==> config.mk <==
export PLATFORM = sky130hd
export DESIGN_NAME = record_serializer_crc32_flat
export DESIGN_NICKNAME = d
export VERILOG_FILES = /design/src/rtl/rsc_pkg.sv /design/src/rtl/rsc_rec_if.sv /design/src/rtl/rsc_byte_if.sv /design/src/rtl/rsc_frame_mem.sv /design/src/rtl/rsc_packer.sv /design/src/rtl/rsc_readout.sv /design/src/rtl/record_serializer_crc32.sv /design/src/flat_wrapper.sv
export SDC_FILE = /design/constraint.sdc
export NUM_CORES = 1
export LEC_CHECK = 0
export BUFFER_PORTS_ARGS = -buffer_cell sky130_fd_sc_hd__buf_4
export CAP_MARGIN = 30
export CORE_ASPECT_RATIO = 1.5
export CORE_MARGIN = 3
export CORE_UTILIZATION = 44
export DETAILED_ROUTE_END_ITERATION = 6
export GPL_TIMING_DRIVEN = 0
export PLACE_DENSITY = 0.63
export SLEW_MARGIN = 30
export SYNTH_ARGS = -nofsm -noshare
export SYNTH_HDL_FRONTEND = slang
export SYNTH_SLANG_ARGS = --single-unit
==> constraint.sdc <==
create_clock -name clk_i -period 22.4 [get_ports clk_i]
set_clock_uncertainty 0.05 [all_clocks]
set_input_delay 3.36 -clock clk_i [delete_from_list [all_inputs] [get_ports clk_i]]
set_output_delay 3.36 -clock clk_i [all_outputs]
set_load 0.02 [all_outputs]
==> src/rtl/rsc_pkg.sv <==
// ----------------------------------------------------------------------------
// rsc_pkg
// shared types, constants and the byte-wide crc-32 update for the record
// serialiser
// ----------------------------------------------------------------------------
package rsc_pkg;

  localparam int unsigned BodyBytes  = 28;
  localparam int unsigned FrameBytes = 32;
  localparam int unsigned IdxW       = 5;
  localparam int unsigned NumBanks   = 2;
  localparam int unsigned MemAddrW   = IdxW + 1;
  localparam int unsigned MemDepth   = NumBanks * (2 ** IdxW);

  localparam logic [31:0] CrcInit   = 32'hffff_ffff;
  localparam logic [31:0] CrcPoly   = 32'hedb8_8320;
  localparam logic [31:0] CrcXorOut = 32'hffff_ffff;

  localparam logic [IdxW-1:0] LastBodyIdx  = IdxW'(BodyBytes - 1);
  localparam logic [IdxW-1:0] LastFrameIdx = IdxW'(FrameBytes - 1);
  localparam logic [IdxW-1:0] BodyBytesIdx = IdxW'(BodyBytes);

  typedef struct packed {
    logic        [31:0] epoch_seconds;
    logic signed [31:0] latitude;
    logic signed [31:0] longitude;
    logic signed [15:0] altitude;
    logic signed [15:0] pressure;
    logic        [15:0] speed;
    logic        [15:0] heading;
    logic        [7:0]  satellites;
    logic        [7:0]  dilution;
    logic        [7:0]  battery;
    logic signed [7:0]  temperature;
    logic        [31:0] flag_word;
  } record_t;

  typedef struct packed {
    logic [7:0]      out_byte;
    logic [IdxW-1:0] byte_index;
    logic            last_byte;
  } frame_byte_t;

  // memory write port, driven by the packer
  typedef struct packed {
    logic                en;
    logic [MemAddrW-1:0] addr;
    logic [7:0]          data;
  } mem_wr_t;

  // memory read request, driven by the readout
  typedef struct packed {
    logic                en;
    logic [MemAddrW-1:0] addr;
  } mem_rd_t;

  // hand-over of a filled bank from packer to readout
  typedef struct packed {
    logic        valid;
    logic        bank;
    logic [31:0] crc;
  } bank_done_t;

  // reflected crc-32, one byte folded in
  function automatic logic [31:0] crc32_byte(logic [31:0] crc, logic [7:0] data);
    logic [31:0] c;
    c = crc ^ {24'h0, data};
    for (int i = 0; i < 8; i++) begin
      c = c[0] ? ((c >> 1) ^ CrcPoly) : (c >> 1);
    end
    return c;
  endfunction

endpackage

==> src/rtl/rsc_rec_if.sv <==
// ----------------------------------------------------------------------------
// rsc_rec_if
// record channel: one telemetry record per word
// ----------------------------------------------------------------------------
interface rsc_rec_if;
  import rsc_pkg::*;

  logic    valid;
  logic    ready;
  record_t payload;

  modport source (output valid, output payload, input ready);
  modport sink   (input valid, input payload, output ready);
endinterface

==> src/rtl/rsc_byte_if.sv <==
// ----------------------------------------------------------------------------
// rsc_byte_if
// frame channel: one frame byte with its position per word
// ----------------------------------------------------------------------------
interface rsc_byte_if;
  import rsc_pkg::*;

  logic        valid;
  logic        ready;
  frame_byte_t payload;

  modport source (output valid, output payload, input ready);
  modport sink   (input valid, input payload, output ready);
endinterface

==> src/rtl/rsc_frame_mem.sv <==
// ----------------------------------------------------------------------------
// rsc_frame_mem
// two-bank frame body store, one write and one registered read per cycle
// ----------------------------------------------------------------------------
module rsc_frame_mem (
  input  logic             clk_i,
  input  rsc_pkg::mem_wr_t wr_i,
  input  rsc_pkg::mem_rd_t rd_i,
  output logic [7:0]       rdata_o
);
  import rsc_pkg::*;

  logic [7:0] mem_q [MemDepth];
  logic [7:0] rdata_q;

  always_ff @(posedge clk_i) begin
    if (wr_i.en) begin
      mem_q[wr_i.addr] <= wr_i.data;
    end
  end

  // read data holds while no read is issued
  always_ff @(posedge clk_i) begin
    if (rd_i.en) begin
      rdata_q <= mem_q[rd_i.addr];
    end
  end

  assign rdata_o = rdata_q;

endmodule

==> src/rtl/rsc_packer.sv <==
// ----------------------------------------------------------------------------
// rsc_packer
// takes a record, writes its 28 body bytes into a free bank one per cycle
// and runs the crc alongside
// ----------------------------------------------------------------------------
module rsc_packer (
  input  logic                     clk_i,
  input  logic                     rst_ni,
  rsc_rec_if.sink                  rec_i,
  input  logic [1:0]               bank_free_i,
  output rsc_pkg::mem_wr_t         wr_o,
  output rsc_pkg::bank_done_t      done_o
);
  import rsc_pkg::*;

  logic                  busy_q, busy_d;
  logic [IdxW-1:0]       cnt_q, cnt_d;
  logic                  bank_q, bank_d;
  logic [8*BodyBytes-1:0] body_q, body_d;
  logic [31:0]           crc_q, crc_d;
  logic [31:0]           crc_nx;
  logic                  accept;
  logic                  last;

  assign rec_i.ready = !busy_q && bank_free_i[bank_q];
  assign accept      = rec_i.valid && rec_i.ready;
  assign last        = (cnt_q == LastBodyIdx);
  assign crc_nx      = crc32_byte(crc_q, body_q[7:0]);

  always_comb begin
    busy_d = busy_q;
    cnt_d  = cnt_q;
    bank_d = bank_q;
    body_d = body_q;
    crc_d  = crc_q;
    if (accept) begin
      busy_d = 1'b1;
      cnt_d  = '0;
      crc_d  = CrcInit;
      // byte 0 of the frame sits in the low byte
      body_d = {rec_i.payload.flag_word,  rec_i.payload.temperature,
                rec_i.payload.battery,    rec_i.payload.dilution,
                rec_i.payload.satellites, rec_i.payload.heading,
                rec_i.payload.speed,      rec_i.payload.pressure,
                rec_i.payload.altitude,   rec_i.payload.longitude,
                rec_i.payload.latitude,   rec_i.payload.epoch_seconds};
    end else if (busy_q) begin
      body_d = body_q >> 8;
      crc_d  = crc_nx;
      cnt_d  = cnt_q + 1'b1;
      if (last) begin
        busy_d = 1'b0;
        bank_d = !bank_q;
      end
    end
  end

  always_ff @(posedge clk_i or negedge rst_ni) begin
    if (!rst_ni) begin
      busy_q <= 1'b0;
      cnt_q  <= '0;
      bank_q <= 1'b0;
    end else begin
      busy_q <= busy_d;
      cnt_q  <= cnt_d;
      bank_q <= bank_d;
    end
  end

  always_ff @(posedge clk_i) begin
    body_q <= body_d;
    crc_q  <= crc_d;
  end

  assign wr_o.en   = busy_q;
  assign wr_o.addr = {bank_q, cnt_q};
  assign wr_o.data = body_q[7:0];

  assign done_o.valid = busy_q && last;
  assign done_o.bank  = bank_q;
  assign done_o.crc   = crc_nx ^ CrcXorOut;

endmodule

==> src/rtl/rsc_readout.sv <==
// ----------------------------------------------------------------------------
// rsc_readout
// streams a filled bank and its crc as 32 frame bytes, one per ready cycle
// ----------------------------------------------------------------------------
module rsc_readout (
  input  logic                clk_i,
  input  logic                rst_ni,
  input  rsc_pkg::bank_done_t done_i,
  output logic [1:0]          bank_free_o,
  output rsc_pkg::mem_rd_t    rd_o,
  input  logic [7:0]          rdata_i,
  rsc_byte_if.source          frame_o
);
  import rsc_pkg::*;

  logic [1:0]      full_q, full_d;
  logic [31:0]     crc_q [NumBanks];
  logic            rd_bank_q, rd_bank_d;
  logic [IdxW-1:0] rd_cnt_q, rd_cnt_d;
  logic            s1_valid_q, s1_valid_d;
  logic [IdxW-1:0] s1_idx_q;
  logic            s1_bank_q;
  logic            out_valid_q, out_valid_d;
  frame_byte_t     out_q;
  logic            issue;
  logic            s1_adv;
  logic            s1_done;
  logic [31:0]     s1_crc;
  logic [7:0]      s1_byte;

  assign s1_adv  = s1_valid_q && (!out_valid_q || frame_o.ready);
  assign issue   = full_q[rd_bank_q] && (!s1_valid_q || s1_adv);
  assign s1_done = s1_adv && (s1_idx_q == LastFrameIdx);

  // crc bytes need no memory read
  assign rd_o.en   = issue && (rd_cnt_q < BodyBytesIdx);
  assign rd_o.addr = {rd_bank_q, rd_cnt_q};

  assign s1_crc  = crc_q[s1_bank_q];
  always_comb begin
    if (s1_idx_q < BodyBytesIdx) begin
      s1_byte = rdata_i;
    end else begin
      s1_byte = s1_crc[8*s1_idx_q[1:0] +: 8];
    end
  end

  always_comb begin
    rd_bank_d   = rd_bank_q;
    rd_cnt_d    = rd_cnt_q;
    s1_valid_d  = s1_valid_q;
    out_valid_d = out_valid_q;
    full_d      = full_q;
    if (issue) begin
      s1_valid_d = 1'b1;
      rd_cnt_d   = rd_cnt_q + 1'b1;
      if (rd_cnt_q == LastFrameIdx) begin
        rd_bank_d = !rd_bank_q;
      end
    end else if (s1_adv) begin
      s1_valid_d = 1'b0;
    end
    if (s1_adv) begin
      out_valid_d = 1'b1;
    end else if (frame_o.ready) begin
      out_valid_d = 1'b0;
    end
    // bank is released only once its crc bytes have left the read stage
    if (s1_done) begin
      full_d[s1_bank_q] = 1'b0;
    end
    if (done_i.valid) begin
      full_d[done_i.bank] = 1'b1;
    end
  end

  always_ff @(posedge clk_i or negedge rst_ni) begin
    if (!rst_ni) begin
      full_q      <= '0;
      rd_bank_q   <= 1'b0;
      rd_cnt_q    <= '0;
      s1_valid_q  <= 1'b0;
      out_valid_q <= 1'b0;
    end else begin
      full_q      <= full_d;
      rd_bank_q   <= rd_bank_d;
      rd_cnt_q    <= rd_cnt_d;
      s1_valid_q  <= s1_valid_d;
      out_valid_q <= out_valid_d;
    end
  end

  always_ff @(posedge clk_i) begin
    if (issue) begin
      s1_idx_q  <= rd_cnt_q;
      s1_bank_q <= rd_bank_q;
    end
    if (s1_adv) begin
      out_q.out_byte   <= s1_byte;
      out_q.byte_index <= s1_idx_q;
      out_q.last_byte  <= (s1_idx_q == LastFrameIdx);
    end
    if (done_i.valid) begin
      crc_q[done_i.bank] <= done_i.crc;
    end
  end

  assign bank_free_o     = ~full_q;
  assign frame_o.valid   = out_valid_q;
  assign frame_o.payload = out_q;

endmodule

==> src/rtl/record_serializer_crc32.sv <==
// ----------------------------------------------------------------------------
// record_serializer_crc32
// telemetry record to 32-byte little-endian frame with trailing crc-32
// ----------------------------------------------------------------------------
// Each record word on rec_i becomes 32 frame words on frame_o: the 28 body
// bytes (epoch, latitude, longitude, altitude, pressure, speed, heading,
// satellites, dilution, battery, temperature, flags, all little-endian, signed
// fields as raw two's complement) followed by the reflected crc-32 of the body
// (poly 0xedb88320, init and final xor all ones), low byte first. byte_index
// counts 0..31 and last_byte marks byte 31. The body sits in a two-bank byte
// memory: the packer writes one bank at one byte per cycle while the readout
// streams the other at one byte per cycle the sink is ready, so a new record
// can be taken while the last frame still streams; the readout's output word
// rate sets the steady-state record rate. The first frame byte waits for the
// whole body to be written and the bank handed over, then passes the read
// stage and output register. No clearing pass is needed after reset.
// ----------------------------------------------------------------------------
module record_serializer_crc32 (
  input  logic        clk_i,
  input  logic        rst_ni,
  rsc_rec_if.sink     rec_i,
  rsc_byte_if.source  frame_o
);
  import rsc_pkg::*;

  // packer -> memory write port, readout -> memory read port
  mem_wr_t    mem_wr;
  mem_rd_t    mem_rd;
  logic [7:0] mem_rdata;

  // bank hand-shaking: packer fills a free bank, readout frees it again
  // once the last crc byte has left its read stage; the two never touch
  // the same bank, so no forwarding is required
  bank_done_t bank_done;
  logic [1:0] bank_free;

  rsc_packer u_packer (
    .clk_i       (clk_i),
    .rst_ni      (rst_ni),
    .rec_i       (rec_i),
    .bank_free_i (bank_free),
    .wr_o        (mem_wr),
    .done_o      (bank_done)
  );

  rsc_frame_mem u_mem (
    .clk_i   (clk_i),
    .wr_i    (mem_wr),
    .rd_i    (mem_rd),
    .rdata_o (mem_rdata)
  );

  // read stage plus output register, so a new byte moves each cycle the
  // sink is ready; a long stall fills both banks and then holds off the packer
  rsc_readout u_readout (
    .clk_i       (clk_i),
    .rst_ni      (rst_ni),
    .done_i      (bank_done),
    .bank_free_o (bank_free),
    .rd_o        (mem_rd),
    .rdata_i     (mem_rdata),
    .frame_o     (frame_o)
  );

endmodule

==> src/flat_wrapper.sv <==
// flat-port wrapper written by rule: the top's interface ports become plain ports
module record_serializer_crc32_flat import rsc_pkg::*;
  (clk_i, rst_ni, rec_i_valid, rec_i_payload, rec_i_ready, frame_o_valid, frame_o_payload, frame_o_ready);
  rsc_rec_if rec_i_i ();
  rsc_byte_if frame_o_i ();
  input  logic clk_i;
  input  logic rst_ni;
  input wire logic [$bits(rec_i_i.valid)-1:0] rec_i_valid;
  input wire logic [$bits(rec_i_i.payload)-1:0] rec_i_payload;
  output wire logic [$bits(rec_i_i.ready)-1:0] rec_i_ready;
  output wire logic [$bits(frame_o_i.valid)-1:0] frame_o_valid;
  output wire logic [$bits(frame_o_i.payload)-1:0] frame_o_payload;
  input wire logic [$bits(frame_o_i.ready)-1:0] frame_o_ready;
  assign rec_i_i.valid = rec_i_valid;
  assign rec_i_i.payload = rec_i_payload;
  assign rec_i_ready = rec_i_i.ready;
  assign frame_o_valid = frame_o_i.valid;
  assign frame_o_payload = frame_o_i.payload;
  assign frame_o_i.ready = frame_o_ready;
  record_serializer_crc32 u_core (.clk_i(clk_i), .rst_ni(rst_ni), .rec_i(rec_i_i), .frame_o(frame_o_i));
endmodule
Word-level counts from Yosys, hierarchy flattened
Memories as Yosys holds them, arrays and structs flattened. A register that Yosys moved wholly into a read port is not among the register bits.
Index checks and enable logic that the tools add are counted.
- register bits: 293
- bits in writable memories: 576
- bits of input ports: 228
- output and inout bits: 16
- word-level logic and storage cells: 101
- memories: 2
- $add $sub $neg: 2
- $lt $le $gt $ge: 7
- equal/unequal tests: 3
- shift-type cells: 1
- muxes and demuxes: 35
- bitwise gates (word level): 15
- reductions and logical operators: 21
- memories (memory ; depth ; width ; rd ports ; clocked after Yosys merged registers in ; write ports ; RTL line ; source):
    u_core.u_mem.mem_q ; 64 ; 8 ; 1 ; 1 ; 1 ; rsc_frame_mem.sv:13 ; logic [7:0] mem_q [MemDepth];
    u_core.u_readout.crc_q ; 2 ; 32 ; 1 ; 1 ; 1 ; rsc_readout.sv:17 ; logic [31:0] crc_q [NumBanks];
- operator list (cell ; number):
    224-bit 2-to-1 mux ; 2
    32-bit 2-to-1 mux ; 8
    13-bit inverter with 14-bit output ; 8
    32-bit inverter ; 1
    32-bit by 6-bit variable part select with 8-bit output ; 1
    32-bit by 8-bit XOR with 32-bit output ; 1
    1-bit 2-to-1 mux ; 18
    5-bit == test (second input constant) ; 3
    5-bit by 1-bit adder with 5-bit output (second input constant) ; 2
    5-bit less-than comparator (second input constant) ; 2
    5-bit 2-to-1 mux ; 2
    1-bit logical AND ; 9
    8-bit 2-to-1 mux ; 1
    1-bit by 2-bit less-than comparator with 1-bit output (second input constant) ; 3
    2-bit nonzero test ; 3
    1-bit zero test ; 5
    2-bit 2-to-1 mux ; 2
    2-bit inverter ; 2
    3-bit AND reduction ; 1
    2-bit bitwise AND ; 1
    1-bit demux with 1-bit select ; 2
    1-bit >= comparator (second input constant) ; 2
    1-bit logical OR ; 2
    2-bit bitwise OR ; 1
    2 further kinds ; 2

Longest topological paths before layout
- depth after elaboration: 18
- gate-level depth with buffers: 8
- gate-level depth less buffers: 6

Hierarchy
From an unflattened synthesis, not the netlist that was laid out.
- cells, all modules: 2300
- area total of the unflattened synthesis: 35486.5 um2
- by module, submodules not included (module ; instances ; cells an instance ; area an instance (um2) ; sequential area each (um2)):
    rsc_frame_mem ; 1 ; 940 ; 20246.9 ; 15615.0
    rsc_packer ; 1 ; 1153 ; 11549.8 ; 7542.2
    rsc_readout ; 1 ; 207 ; 3689.8 ; 2792.7

Worst setup path before layout
Ideal clock, no wire load.
- kind: input to register
- start point: input rec_i_valid
- end point: register u_core.u_packer.body_q[0], enable pin
- setup time: 1.956 ns
- data arrival time: 8.081 ns
- data required time: 20.394 ns
- setup slack: 12.313 ns
- cell stages on the path: 5
- buffers on the path: 2
- cell sequence: clkbuf_1 and2_1 clkbuf_1 nor2_1 clkinv_1
- cells in the longest elaborated chain, start to end: 2
- RTL lines (what ; RTL line ; source):
    from (decl) ; flat_wrapper.sv:8 ; input wire logic [$bits(rec_i_i.valid)-1:0] rec_i_valid;
    1-bit logical AND ; rsc_packer.sv:26 ; assign accept = rec_i.valid && rec_i.ready;
    2-bit nonzero test (no source line) ; -- ;
    to (signal assigned) ; rsc_packer.sv:71 ; body_q <= body_d;
    to (decl) ; rsc_packer.sv:19 ; logic [8*BodyBytes-1:0] body_q, body_d;
Every way passes these cells.
A chain may end at the register's enable or synchronous reset.

Worst setup path in the final report
- start point: register u_core.u_readout.full_q[0]
- end point: output rec_i_ready
- cells in the longest elaborated chain, start to end: 4
- RTL lines (what ; RTL line ; source):
    from (decl) ; rsc_readout.sv:16 ; logic [1:0] full_q, full_d;
    from (signal assigned) ; rsc_readout.sv:85 ; full_q <= full_d;
    2-bit inverter ; rsc_readout.sv:108 ; assign bank_free_o = ~full_q;
    1-bit 2-to-1 mux (not written as such) (2 in series) ; rsc_packer.sv:25 ; assign rec_i.ready = !busy_q && bank_free_i[bank_q];
    1-bit logical AND ; rsc_packer.sv:25 ;
    to (decl) ; flat_wrapper.sv:10 ; output wire logic [$bits(rec_i_i.ready)-1:0] rec_i_ready;
Every way passes these cells. The select of a mux whose other input is x is not followed.

==> metrics.md <==
| Metric | Value |
|---|---|
| Post-Syn Area | `0.0350 mm²` |
| Vias | `19,800` |
| Gate power share | `37.2%` |
| Post-synth top area cell | `edfxtp_1` |
| Initial Util | `44.5%` |
| Number of global-route vias before repair | `21,000` |
| CTS clk-pin slew, worst paths | `0.06 ns` |
| Cell Area, Placed | `0.0387 mm²` |
| Shortest period the worst path allows | `5.84 ns` |
| Max_slew headroom | `32.0%` |
| Die ar. | `0.0831 mm²` |
| DRT Pass-1 Iters | `6` |
| Antenna viol nets, final | `0` |
| Crit-path max cell delay | `0.50 ns` |
| Top-area cell type share of the netlist area | `70.9%` |
| FP Rows | `126` |
| TritonCTS sink count | `878` |
| Post-synth EDFFs | `828` |
| Die H | `352 µm` |
| WP buf/inv | `2` |
| Cell chain of the critical path | `nor2b_1 > a211oi_1 > clkbuf_1 > buf_4` |
| Status | `finished, final reports clean` |
| Synthesized area per cell | `15.7 µm²` |
| Met3 wire len | `5970 µm` |
| Port-buffer cells | `242` |
| DR iter-0 viols | `1,602` |
| P_sw | `2.20 mW` |
| Gpl congestion | `0.882` |
| Avg WL per Cell | `23.3 µm` |
| Fin. Hold Viols | `0` |
| Int Pwr | `4.20 mW` |
| H-Tree Depth | `3` |
| PwrDens | `156 mW/mm²` |
| Area contributors post-synth | `edfxtp_1 (71%), mux4_2 (9.3%), nand2_1 (7.3%)` |
| Most frequent cells after synthesis | `edfxtp_1 (828), nand2_1 (682), mux4_2 (144), clkbuf_1 (89), nor2_1 (68)` |
| Dpl cells | `3,531` |
| Clk Latency, worst-skew pair | `0.62 ns` |
| Post-CTS Resized | `0` |
| Worst Path Required | `18.99 ns` |
| Worst-Margin Slew | `1.02 ns` |
| Finished Cell Area | `0.0412 mm²` |
| P_leak | `15.0 nW` |
| Largest net degree at the start of global routing | `79` |
| Max-slew violations | `0` |
| Register area share after synthesis | `74.0%` |
| Hold Buf Count CTS | `0` |
| RSZ-0062 raised after global routing | `no` |
| Global route total overflow | `0` |
| Post-Syn Instances | `2,230` |
| # setup viols final | `0` |
| Hpwl dp | `62,600 µm` |
| Met1 wire length | `30,100 µm` |
| Main flop type after synthesis | `edfxtp_1` |
| Max Cap Viol | `0` |
| Crit path DAT | `2.43 ns` |
| Startpoint Class | `flop` |
| Non-filler cells, final | `3,674` |
| CTS tree | `built` |
| DRC | `0` |
| Top Metal Used | `met4` |
| Number of setup buffers added after CTS | `0` |
| Ports | `244` |
| Synth async-reset ratio | `1.94%` |
| Root Buffer | `clkbuf_16` |
| Most frequent cell after synthesis | `edfxtp_1` |
| Warnings, synthesis | `0` |
| CTS buffer count | `78` |
| Tcrit/Tclk final | `26.1%` |
| Yosys reg bits | `878` |
| Fmax | `171 MHz` |
| HP Class | `flop to flop` |
| CP Capture Type | `output port` |
| Count of cell types in the netlist | `47` |
| Tot GR Track Use | `20.6%` |
| Crit Path Class | `flop to output port` |
| Critical Path Slowest Stage Cell | `clkbuf_1` |
| Antenna diode count | `0` |
| Critical path fanouts, max | `10` |
| Worst hold slack | `0.411 ns` |
| Switching Share | `34.4%` |
| Clock buffer depth | `3` |
| Net count after synthesis | `2,461` |
| Routed wire length | `85,700 µm` |
| Metal2 WL | `46,100 µm` |
| Setup TNS | `0 ns` |
| First-pass GRT wire length | `128,000 µm` |
| Vias per inst | `5.39` |
| Die W | `236 µm` |
| Finished Core Util | `52.2%` |
| Cell family with the largest share of critical-path delay | `buffers and inverters` |
| Peak supply drop | `116 µV` |
| Clk pwr share | `20.6%` |
| Antenna violations before repair | `0` |
| Area of the core | `0.0788 mm²` |
| Share of post-route cells with drive strength above 1 | `22.2%` |
| Nets | `2,819` |
| Sequential share of power | `42.3%` |
| P&R area growth vs syn | `17.5%` |
## path summary, 6_finish.rpt
| path | slack, ns | depth (start not counted) | endpoint | from |
|---|---|---|---|---|
| max in group asynchronous | 19.53 | 1 | u_core.u_packer.bank_q | rst_ni |
| min in group asynchronous | 2.55 | 1 | u_core.u_readout.full_q[1] | rst_ni |
| setup / recovery | 16.56 | 4 | rec_i_ready | u_core.u_readout.full_q[0] |
| setup reg to reg | 18.62 | 7 | u_core.u_mem.rdata_o[0] | u_core.u_readout.rd_cnt_q[0] |
| hold reg to reg | 0.41 | 0 | u_core.u_readout.s1_idx_q[2] | u_core.u_readout.rd_cnt_q[2] |
| hold / removal | 0.41 | 0 | u_core.u_readout.s1_idx_q[2] | u_core.u_readout.rd_cnt_q[2] |
## cell families (layout without fill, tap and decap cells)
logic type / Yosys count / after routing / share of synthesized area (%)
compound gates: 133 / 133 / 2.44
xor+xnor: 74 / 74 / 2.30
fa+ha+maj: 3 / 3 / 0.107
buf+inv: 126 / 546 / 1.46
flops: 878 / 878 / 74.0
mux: 171 / 171 / 10.0
simple gates: 845 / 845 / 9.60
## worst reg2reg max path: stages (launching register included)
cell	delay, ns
dfrtp_1	0.41
clkbuf_1	0.41
buf_2	0.39
buf_4	0.35
mux4_2	0.56
a22oi_1	0.50
a21oi_1	0.15
or4_1	0.65
## sequential cells by signal (all words and copies together) (netlist names), 8 cells and up, named ones only
| name | cells |
|---|---|
| u_core.u_readout.frame_o.payload | 14 |
| u_core.u_mem.rdata_o | 8 |
| u_core.u_packer.crc_q | 32 |
| u_core.u_readout.crc_q | 64 |
| u_core.u_mem.mem_q | 512 |
| u_core.u_packer.body_q | 224 |
## per-layer routing
layer	GRT usage [%]	vias to the layer above
met5	0	-
met4	8.86	0
met3	4.22	165
met2	38.2	772
met1	22.8	9875
li1	-	8992
## per-stage QoR
| step | setup WS (ns) | total power, mW |
|---|---|---|
| global placement | 9.50 | 5.01 |
| CTS | 16.52 | 6.44 |
| floorplan | 12.31 | 4.26 |
| detailed placement | 16.22 | 5.13 |
| finish | 16.56 | 6.40 |
| global route | 16.41 | 6.71 |
## power groups by stage
| stage | Sequential, mW | Clock [mW] | Combinational, mW |
|---|---|---|---|
| after floorplan | 2.77 | 0 | 1.48 |
| after global placement | 2.89 | 0 | 2.12 |
| after detailed placement | 2.74 | 0 | 2.39 |
| after CTS | 2.71 | 1.34 | 2.40 |
| after global routing | 2.74 | 1.41 | 2.56 |
| final | 2.71 | 1.32 | 2.38 |
## cells in the final DEF, fill, tap and decap left out, types with 28 or more instances in the layout
cell type,n
edfxtp_1,828
nand2_1,682
buf_4,248
mux4_2,144
clkbuf_1,105
clkbuf_16,83
nor2_1,64
a21oi_1,51
a22oi_1,50
xnor2_1,39
dfxtp_1,33
nor3_1,28
## area by class of cell
type,count,area [µm²]
Fill cell,6466,37700
Sequential cell,878,25900
Buffer,124,504
Clock buffer,99,2140
Timing Repair Buffer,278,2280
Inverter,2,12.5
Clock inverter,43,358
Tap cell,1024,1280
Multi-Input combinational cell,1226,8640
Note: power is estimated with default switching activity, not from simulation.
